[src/rtl/btgl_pkg.sv]
package btgl_pkg;

    localparam int COORD_W = 11;
    localparam int CODE_W  = 8;
    localparam int CFG_W   = 16;
    localparam int CFG_IDX_W = 3;

    localparam logic [COORD_W-1:0] COORD_MAX = '1;

    localparam int FIRST_GLYPH_CODE = 33;
    localparam int GLYPH_COUNT      = 118;
    localparam int TAB_STOP         = 32;
    localparam int GLYPH_IDX_W      = $clog2(GLYPH_COUNT);

    // special character codes
    localparam logic [CODE_W-1:0] CODE_TAB     = 8'h09;
    localparam logic [CODE_W-1:0] CODE_NEWLINE = 8'h0A;
    localparam logic [CODE_W-1:0] CODE_SPACE   = 8'h20;
    localparam logic [CODE_W-1:0] CODE_INVALID = 8'h7F;

    // configuration register indexes
    typedef enum logic [CFG_IDX_W-1:0] {
        CFG_FONT_BASE_U   = 3'd0,
        CFG_FONT_BASE_V   = 3'd1,
        CFG_FONT_PALETTE  = 3'd2,
        CFG_SPACE_ADVANCE = 3'd3,
        CFG_LINE_ADVANCE  = 3'd4
    } cfg_index_t;

    localparam logic [3:0] SPACE_ADVANCE_RESET = 4'd4;
    localparam logic [4:0] LINE_ADVANCE_RESET  = 5'd10;

    typedef struct packed {
        logic [6:0] gx;
        logic [6:0] gy;
        logic [3:0] gw;
        logic [3:0] gh;
    } glyph_t;

    function automatic glyph_t gl(input int x, input int y, input int w, input int h);
        glyph_t g;
        g.gx = 7'(x);
        g.gy = 7'(y);
        g.gw = 4'(w);
        g.gh = 4'(h);
        return g;
    endfunction

    localparam glyph_t GLYPH_ROM [GLYPH_COUNT] = '{
        gl(6,0,2,9), gl(12,0,4,9), gl(18,0,6,9), gl(24,0,6,9), gl(30,0,6,9),
        gl(36,0,6,9), gl(42,0,2,9), gl(48,0,3,9), gl(54,0,3,9), gl(60,0,4,9),
        gl(66,0,6,9), gl(72,0,3,9), gl(78,0,6,9), gl(84,0,2,9), gl(90,0,6,9),
        gl(0,9,6,9), gl(6,9,6,9), gl(12,9,6,9), gl(18,9,6,9), gl(24,9,6,9),
        gl(30,9,6,9), gl(36,9,6,9), gl(42,9,6,9), gl(48,9,6,9), gl(54,9,6,9),
        gl(60,9,2,9), gl(66,9,3,9), gl(72,9,6,9), gl(78,9,6,9), gl(84,9,6,9),
        gl(90,9,6,9),
        gl(0,18,6,9), gl(6,18,6,9), gl(12,18,6,9), gl(18,18,6,9), gl(24,18,6,9),
        gl(30,18,6,9), gl(36,18,6,9), gl(42,18,6,9), gl(48,18,6,9), gl(54,18,4,9),
        gl(60,18,5,9), gl(66,18,6,9), gl(72,18,6,9), gl(78,18,6,9), gl(84,18,6,9),
        gl(90,18,6,9),
        gl(0,27,6,9), gl(6,27,6,9), gl(12,27,6,9), gl(18,27,6,9), gl(24,27,6,9),
        gl(30,27,6,9), gl(36,27,6,9), gl(42,27,6,9), gl(48,27,6,9), gl(54,27,6,9),
        gl(60,27,6,9), gl(66,27,3,9), gl(72,27,6,9), gl(78,27,3,9), gl(84,27,4,9),
        gl(90,27,6,9),
        gl(0,36,3,9), gl(6,36,6,9), gl(12,36,6,9), gl(18,36,6,9), gl(24,36,6,9),
        gl(30,36,6,9), gl(36,36,5,9), gl(42,36,6,9), gl(48,36,5,9), gl(54,36,2,9),
        gl(60,36,4,9), gl(66,36,5,9), gl(72,36,2,9), gl(78,36,6,9), gl(84,36,5,9),
        gl(90,36,6,9),
        gl(0,45,6,9), gl(6,45,6,9), gl(12,45,6,9), gl(18,45,6,9), gl(24,45,5,9),
        gl(30,45,5,9), gl(36,45,6,9), gl(42,45,6,9), gl(48,45,6,9), gl(54,45,6,9),
        gl(60,45,5,9), gl(66,45,4,9), gl(72,45,2,9), gl(78,45,4,9), gl(84,45,6,9),
        gl(90,45,6,9),
        gl(0,54,6,9), gl(6,54,6,9), gl(12,54,4,9), gl(18,54,4,9), gl(24,54,6,9),
        gl(30,54,6,9), gl(36,54,6,9), gl(42,54,6,9),
        gl(0,63,7,9), gl(12,63,7,9), gl(24,63,9,9), gl(36,63,8,10), gl(48,63,11,10),
        gl(60,63,12,10), gl(72,63,14,9),
        gl(0,73,10,10), gl(12,73,10,10), gl(24,73,10,10), gl(36,73,10,9),
        gl(48,73,10,9), gl(60,73,10,10), gl(72,73,10,10), gl(85,73,8,8)
    };

    // rom slot of the invalid glyph, entry 0 if it falls outside the rom
    localparam int INVALID_SLOT_INT =
        (int'(CODE_INVALID) >= FIRST_GLYPH_CODE &&
         int'(CODE_INVALID) - FIRST_GLYPH_CODE < GLYPH_COUNT) ?
        int'(CODE_INVALID) - FIRST_GLYPH_CODE : 0;
    localparam logic [GLYPH_IDX_W-1:0] INVALID_SLOT = GLYPH_IDX_W'(INVALID_SLOT_INT);

    function automatic glyph_t glyph_lookup(input logic [CODE_W-1:0] code);
        logic [CODE_W:0]          rel;
        logic [GLYPH_IDX_W-1:0]   slot;
        rel  = {1'b0, code} - (CODE_W+1)'(FIRST_GLYPH_CODE);
        slot = INVALID_SLOT;
        if (int'(code) >= FIRST_GLYPH_CODE && int'(code) < FIRST_GLYPH_CODE + GLYPH_COUNT)
        begin
            slot = rel[GLYPH_IDX_W-1:0];
        end
        return GLYPH_ROM[slot];
    endfunction

endpackage

[src/rtl/bitmap_text_glyph_layout_unit.sv]
// a request passes from the input register to the result register behind out_valid;
// one request per cycle unless the result register is full and stalled; the cursor
// update is combinational from the input register: the loop holds no request back
// in_stall rises only while the input register holds a request and the result
// register is full and stalled; reset clears cursor, line origin, valid flags
// and loads the font registers with their defaults (space 4, line 10, rest 0)
module bitmap_text_glyph_layout_unit
(
    input  logic                              clk,
    input  logic                              rst_n,
    // configuration write port
    input  logic                              cfg_write_en,
    input  logic [btgl_pkg::CFG_IDX_W-1:0]    cfg_index,
    input  logic [btgl_pkg::CFG_W-1:0]        cfg_wdata,
    // character request channel
    input  logic                              in_valid,
    output logic                              in_stall,
    input  logic [btgl_pkg::CODE_W-1:0]       char_code,
    input  logic                              string_start,
    input  logic [btgl_pkg::COORD_W-1:0]      origin_x,
    input  logic [btgl_pkg::COORD_W-1:0]      origin_y,
    // sprite request channel
    output logic                              out_valid,
    input  logic                              out_stall,
    output logic [btgl_pkg::COORD_W-1:0]      draw_x,
    output logic [btgl_pkg::COORD_W-1:0]      draw_y,
    output logic [7:0]                        tex_u,
    output logic [7:0]                        tex_v,
    output logic [15:0]                       palette,
    output logic [3:0]                        glyph_width,
    output logic [3:0]                        glyph_height
);

    localparam int CW = btgl_pkg::COORD_W;

    // font registers
    logic [7:0]    font_base_u_reg;
    logic [7:0]    font_base_v_reg;
    logic [15:0]   font_palette_reg;
    logic [3:0]    space_advance_reg;
    logic [4:0]    line_advance_reg;

    // input register
    logic                          in_valid_reg;
    logic [btgl_pkg::CODE_W-1:0]   code_reg;
    logic                          start_reg;
    logic [CW-1:0]                 origin_x_reg;
    logic [CW-1:0]                 origin_y_reg;

    // text cursor
    logic [CW-1:0]  cursor_x_reg, cursor_x_next;
    logic [CW-1:0]  cursor_y_reg, cursor_y_next;
    logic [CW-1:0]  line_origin_reg, line_origin_next;

    // result register
    logic           out_valid_reg, out_valid_next;
    logic [CW-1:0]  draw_x_reg;
    logic [CW-1:0]  draw_y_reg;
    logic [7:0]     tex_u_reg;
    logic [7:0]     tex_v_reg;
    logic [15:0]    palette_reg;
    logic [3:0]     glyph_width_reg;
    logic [3:0]     glyph_height_reg;

    logic               advance;
    logic               accept;
    logic               is_tab;
    logic               is_newline;
    logic               is_space;
    logic               is_glyph;
    logic [CW-1:0]      cur_x;
    logic [CW-1:0]      cur_y;
    logic [CW-1:0]      cur_origin;
    logic [CW:0]        tab_sum;
    logic [CW:0]        tab_round;
    logic [CW:0]        x_plus;
    logic [CW:0]        y_plus;
    logic [3:0]         x_step;
    btgl_pkg::glyph_t   glyph;

    // input register moves on unless the result register is full and held
    assign advance  = in_valid_reg && !(out_valid_reg && out_stall);
    assign in_stall = in_valid_reg && out_valid_reg && out_stall;
    assign accept   = in_valid && !in_stall;

    // a string start overrides the cursor before the code is handled
    assign cur_x      = start_reg ? origin_x_reg : cursor_x_reg;
    assign cur_y      = start_reg ? origin_y_reg : cursor_y_reg;
    assign cur_origin = start_reg ? origin_x_reg : line_origin_reg;

    assign is_tab     = (code_reg == btgl_pkg::CODE_TAB);
    assign is_newline = (code_reg == btgl_pkg::CODE_NEWLINE);
    assign is_space   = (code_reg == btgl_pkg::CODE_SPACE);
    assign is_glyph   = !(is_tab || is_newline || is_space);

    assign glyph = btgl_pkg::glyph_lookup(code_reg);

    // tab: round up to the next tab stop, one bit of headroom then saturate
    assign tab_sum   = {1'b0, cur_x} + (CW+1)'(btgl_pkg::TAB_STOP - 1);
    assign tab_round = tab_sum - (tab_sum % (CW+1)'(btgl_pkg::TAB_STOP));

    // space and glyph share one horizontal adder
    assign x_step = is_space ? space_advance_reg : glyph.gw;
    assign x_plus = {1'b0, cur_x} + (CW+1)'(x_step);
    assign y_plus = {1'b0, cur_y} + (CW+1)'(line_advance_reg);

    always_comb
    begin
        cursor_x_next    = cursor_x_reg;
        cursor_y_next    = cursor_y_reg;
        line_origin_next = line_origin_reg;
        if (advance)
        begin
            cursor_y_next    = cur_y;
            line_origin_next = cur_origin;
            if (is_tab)
            begin
                cursor_x_next = tab_round[CW] ? btgl_pkg::COORD_MAX : tab_round[CW-1:0];
            end
            else if (is_newline)
            begin
                cursor_x_next = cur_origin;
                cursor_y_next = y_plus[CW] ? btgl_pkg::COORD_MAX : y_plus[CW-1:0];
            end
            else
            begin
                // space or drawn glyph, both saturate at the screen edge
                cursor_x_next = x_plus[CW] ? btgl_pkg::COORD_MAX : x_plus[CW-1:0];
            end
        end
    end

    always_comb
    begin
        if (advance && is_glyph)
        begin
            out_valid_next = 1'b1;
        end
        else if (!out_stall)
        begin
            out_valid_next = 1'b0;
        end
        else
        begin
            out_valid_next = out_valid_reg;
        end
    end

    // configuration registers
    always_ff @(posedge clk or negedge rst_n)
    begin
        if (!rst_n)
        begin
            font_base_u_reg   <= '0;
            font_base_v_reg   <= '0;
            font_palette_reg  <= '0;
            space_advance_reg <= btgl_pkg::SPACE_ADVANCE_RESET;
            line_advance_reg  <= btgl_pkg::LINE_ADVANCE_RESET;
        end
        else if (cfg_write_en)
        begin
            case (cfg_index)
                btgl_pkg::CFG_FONT_BASE_U:   font_base_u_reg   <= cfg_wdata[7:0];
                btgl_pkg::CFG_FONT_BASE_V:   font_base_v_reg   <= cfg_wdata[7:0];
                btgl_pkg::CFG_FONT_PALETTE:  font_palette_reg  <= cfg_wdata;
                btgl_pkg::CFG_SPACE_ADVANCE: space_advance_reg <= cfg_wdata[3:0];
                btgl_pkg::CFG_LINE_ADVANCE:  line_advance_reg  <= cfg_wdata[4:0];
                default:                     ;
            endcase
        end
    end

    // control state: valid flags and cursor
    always_ff @(posedge clk or negedge rst_n)
    begin
        if (!rst_n)
        begin
            in_valid_reg    <= 1'b0;
            out_valid_reg   <= 1'b0;
            cursor_x_reg    <= '0;
            cursor_y_reg    <= '0;
            line_origin_reg <= '0;
        end
        else
        begin
            if (accept)
            begin
                in_valid_reg <= 1'b1;
            end
            else if (advance)
            begin
                in_valid_reg <= 1'b0;
            end
            out_valid_reg   <= out_valid_next;
            cursor_x_reg    <= cursor_x_next;
            cursor_y_reg    <= cursor_y_next;
            line_origin_reg <= line_origin_next;
        end
    end

    // payload registers
    always_ff @(posedge clk)
    begin
        if (accept)
        begin
            code_reg     <= char_code;
            start_reg    <= string_start;
            origin_x_reg <= origin_x;
            origin_y_reg <= origin_y;
        end
        if (advance && is_glyph)
        begin
            draw_x_reg       <= cur_x;
            draw_y_reg       <= cur_y;
            tex_u_reg        <= font_base_u_reg + 8'(glyph.gx);
            tex_v_reg        <= font_base_v_reg + 8'(glyph.gy);
            palette_reg      <= font_palette_reg;
            glyph_width_reg  <= glyph.gw;
            glyph_height_reg <= glyph.gh;
        end
    end

    assign out_valid    = out_valid_reg;
    assign draw_x       = draw_x_reg;
    assign draw_y       = draw_y_reg;
    assign tex_u        = tex_u_reg;
    assign tex_v        = tex_v_reg;
    assign palette      = palette_reg;
    assign glyph_width  = glyph_width_reg;
    assign glyph_height = glyph_height_reg;

    // stall only when a held request meets a full, stalled result register
    assert property (@(posedge clk) disable iff (!rst_n)
        in_stall |-> (in_valid_reg && out_valid_reg && out_stall))
        else $error("input stalled without a blocked result");

    // cursor only moves when a request leaves the input register
    assert property (@(posedge clk) disable iff (!rst_n)
        !advance |=> ($stable(cursor_x_reg) && $stable(cursor_y_reg)))
        else $error("cursor moved without a request");

    // after a tab the cursor sits on a tab stop or at the edge
    assert property (@(posedge clk) disable iff (!rst_n)
        (advance && is_tab) |=>
        ((cursor_x_reg % CW'(btgl_pkg::TAB_STOP)) == '0 ||
         cursor_x_reg == btgl_pkg::COORD_MAX))
        else $error("tab left cursor off a tab stop");

    // a new sprite appears only from a drawn glyph
    assert property (@(posedge clk) disable iff (!rst_n)
        $rose(out_valid_reg) |-> $past(advance && is_glyph))
        else $error("sprite without a glyph request");

endmodule

[config.mk]
export PLATFORM = sky130hd
export DESIGN_NAME = bitmap_text_glyph_layout_unit
export DESIGN_NICKNAME = d
export VERILOG_FILES = /design/src/rtl/btgl_pkg.sv /design/src/rtl/bitmap_text_glyph_layout_unit.sv
export SDC_FILE = /design/constraint.sdc
export NUM_CORES = 1
export LEC_CHECK = 0
export BUFFER_PORTS_ARGS = -buffer_cell sky130_fd_sc_hd__buf_2
export CAP_MARGIN = 20
export CORE_MARGIN = 1.5
export CORE_UTILIZATION = 58
export DETAILED_ROUTE_END_ITERATION = 7
export PLACE_DENSITY = 0.8
export SYNTH_ARGS = -nofsm -noshare
export SYNTH_HDL_FRONTEND = slang
export SYNTH_SLANG_ARGS = --single-unit
[constraint.sdc]
create_clock -name clk -period 7.1 [get_ports clk]
set_clock_uncertainty 0.1 [all_clocks]
set_input_delay 1.065 -clock clk [delete_from_list [all_inputs] [get_ports clk]]
set_output_delay 1.065 -clock clk [all_outputs]
set_load 0.005 [all_outputs]
==> parameters.txt <==
Parameter                              Value

Clocking
  Clock tree from TritonCTS    built
  Later-pin clock latency in the skew report    430 ps
  Hold-fix buffers at CTS    0
  Clock sinks    167
  TritonCTS buffer count    17
  Clock Tree Root    clkbuf_16
  Number of gates resized after CTS    0
  Setup bufs post-CTS    0
  CTS clk-pin slew, worst paths    80 ps
  Maximum number of buffers from clock root to sink    2
  Number of levels in the clock H-tree    4

Routing
  Routed wire per std cell    19.8 um
  Drt drc    0
  Number of detailed-routing iterations run before antenna repair    5
  DRT iter0 DRCs    678
  Sum of routed wire length over all layers    21,400 um
  Via count normalized by instance count    6.18
  Metal1 wirelength    9170 um
  Met2 Routed Length    10,300 um
  Total via count in the routed design    6,668
  Routed wl met3    1440 um
  Uppermost signal routing layer after detailed routing    met4
  DRT antenna net count    0

Timing
  Post-layout worst setup margin    729 ps
  Relative max-transition margin    29.5%
  Setup-violating endpoint count in the final report    0
  RSZ-0062 raised after global routing    false
  Achievable Freq    157 MHz
  Transition time at the pin with the least slew margin    1050 ps
  Post-route fraction of the period consumed by the critical path    89.7%
  Max Slew Vio Count    0
  Post-Route Hold Slack    336 ps
  Final-layout setup total negative slack    0 ps
  Final hold violation count    0
  Clock period minus worst slack    6370 ps

Finish
  Antenna cell count    0
  Storage element area    4640 um^2
  Nets    974
  Layout overhead on the synthesized area    15.2%
  Area taken by multi-input logic gates    4040 um^2
  Proportion of layout cells with a drive suffix above 1    27.7%
  Fill cell total of the finished layout    1,127

Die
  Number of placement rows    45
  Initial standard-cell utilization of the core    59.2%
  Die boundary width    128 um
  Die Outline Area    16,300 um^2
  Die Ht    128 um
  Core ar.    15,200 um^2
  Number of top-level design ports    119

Power
  VDD IR-drop max    0.000181 V
  Leak Pwr    4.27 nW
  Power Dens Cells    304 nW/um^2

Synthesis
  Top flip-flop cell by instance count after synthesis    edfxtp_1
  Proportion of synthesized flip-flops having asynchronous set or reset    45.5%
  Largest area contributor in the synthesized netlist    edfxtp_1
  Synth Area in Compound Gates    13.7%
  Summed instance area of the synthesized netlist    9000 um^2
  Basic-gate share of the synthesized area counting and, or, nand and nor cells    10.1%
  Xor/xnor cell area share of the yosys netlist    3.12%
  Largest family of logic cells by synthesized area    compound AO/OA/AOI/OAI gates
  Count of yosys warnings during synthesis    0
  Number of storage elements in the synthesis netlist    167
  Synthesized area divided by synthesized cell count    11.7 um^2
  Most instantiated library cell after synthesis    edfxtp_1
  Synth cell types    80
  EDFF count, synth    91
  Fraction of synthesized cell area taken by the top area cell type    30.4%
  Synth area leaders    edfxtp_1 (30%), dfrtp_1 (20%), mux2_2 (8.5%), ha_1 (5.1%), mux2i_1 (3.1%)
  Synth top cells by count    edfxtp_1 (91), dfrtp_1 (73), mux2_2 (68)
  Post-Synth Adder-Cell Area    6.15%
  Fraction of synthesized area in multiplexers    11.8%
  Mapped Cells    768
  Portion of the post-synthesis area used by sequential elements    51.6%
  Mapped Nets    864

Status
  Result of the run    completed

Critical path
  Worst Setup End Kind    flip-flop
  Arr. time, crit path    6590 ps
  Required time of the worst setup path    7320 ps
  Launching element type of the critical path    flip-flop
  List of cells traversed by the critical path    inv_1 > ha_1 > or4b_4 > or4_4 > nand2_1 > nor2_1 > inv_1 > ha_1 > inv_1 > mux2i_1 > nor4_1 > a2111oi_1 > o32ai_2 > mux2_2 > ha_1 > o21ai_0 > o21bai_1 > a31oi_1 > a221oi_1 > o22a_1
  Slowest cell delay on critical path    620 ps
  Critical path's slowest cell    a31oi_1
  Max FO, Critical Path    12
  Setup CP Type    flip-flop to flip-flop
  Worst Reg-to-Reg Cells    20
  Kind of cell with the highest combined delay on the critical path    compound AO/OA/AOI/OAI gates
  Number of cells on the critical path    20
  Buffers and inverters on the worst path    3

Global routing
  Total global-route track usage    27.2%
  First-pass GRT wire length    33,800 um
  Antenna violations before repair    0
  GR Overflow Total    0
  Number of global-route vias before repair    6,424
  Maximum number of pins on one net before global-route repair    77

Job
  Maximum capacitance violations    0

Place
  Port Buf Inserts    116
  HPWL after detailed placement    15,100 um
  Weighted congestion reported at the end of routability-driven placement    0.947
  Worst Setup Slack post-DPL    998 ps

Min path
  Hold crit path type    input port to asynchronous set/reset pin
-- metal layers --
| layer | track usage (%) | vias up |
|---|---|---|
| li1 | - | 3104 |
| met1 | 36.4 | 3208 |
| met2 | 44.6 | 320 |
| met3 | 4.90 | 36 |
| met4 | 9.89 | 0 |
| met5 | 0 | - |
-- final timing paths --
path / slack [ps] / startpoint / endpoint
setup / recovery: 730 / code_reg[0]$_DFFE_PP_ / cursor_x_reg[9]$_DFFE_PN0P_
hold / removal: 340 / rst_n / font_base_u_reg[1]$_DFFE_PN0P_
setup reg to reg: 730 / code_reg[0]$_DFFE_PP_ / cursor_x_reg[9]$_DFFE_PN0P_
hold reg to reg: 350 / font_palette_reg[2]$_DFFE_PN0P_ / palette[2]$_DFFE_PP_
max in group asynchronous: 5950 / rst_n / space_advance_reg[2]$_DFFE_PN1P_
min in group clk: 350 / font_palette_reg[2]$_DFFE_PN0P_ / palette[2]$_DFFE_PP_
-- layout make-up --
class	instances	share of cell area, %
clock buffers	17	4.10
well taps	188	2.27
inverters	37	1.34
repair buffers	128	6.69
flip-flops and latches	167	44.7
multi-input cells	527	39.0
clock inverters	15	1.87
-- cells by family (layout without fill, tap and decap cells) --
group | after synthesis | in the layout
muxes | 97 | 97
other | 2 | 2
buffers and inverters | 74 | 197
adders and majority gates | 42 | 42
DFF | 167 | 167
xor gates and xnor gates | 32 | 32
AOI/OAI and AO/OA | 178 | 178
and+or+nand+nor | 176 | 176
-- through the flow --
stage               total power, mW  instances  util (%)  cell area (um^2)
floorplan                      1.95        768         -              9000
detailed placement             2.21       1046      63.9              9720
global placement               2.18       1045      63.9              9710
global route                   3.31       1079      68.2             10400
finish                         3.15       1079      68.2             10400
CTS                            3.15       1078      68.0             10300
-- report_power, final --
group / leakage (nW) / switching (mW) / internal [mW]
combinational: 2.20 / 0.462 / 0.377
sequential: 1.77 / 0.104 / 1.26
clock: 0.300 / 0.457 / 0.484
-- layout by cell type, fill, tap and decap left out, types with 16 or more instances in the layout --
cell | synthesis | routed
dfrtp_1 | 73 | 73
ha_1 | 37 | 37
edfxtp_1 | 91 | 91
inv_1 | 36 | 36
a21oi_1 | 29 | 29
xnor2_1 | 23 | 23
mux2_2 | 68 | 68
nor3_1 | 17 | 16
nor2_1 | 40 | 40
mux2i_1 | 28 | 28
buf_2 | 9 | 115
nand2_1 | 51 | 51
o21ai_0 | 39 | 39
clkbuf_16 | 0 | 17
-- worst register-to-register path, cell delays in order, from the launching register on --
cell,delay (ps)
edfxtp_1,580
inv_1,310
ha_1,390
or4b_4,550
or4_4,460
nand2_1,150
nor2_1,160
inv_1,190
ha_1,300
inv_1,120
mux2i_1,180
nor4_1,70
a2111oi_1,560
o32ai_2,170
mux2_2,290
ha_1,320
o21ai_0,170
o21bai_1,160
a31oi_1,620
a221oi_1,180
o22a_1,220
Note: power is estimated with default switching activity, not from simulation.
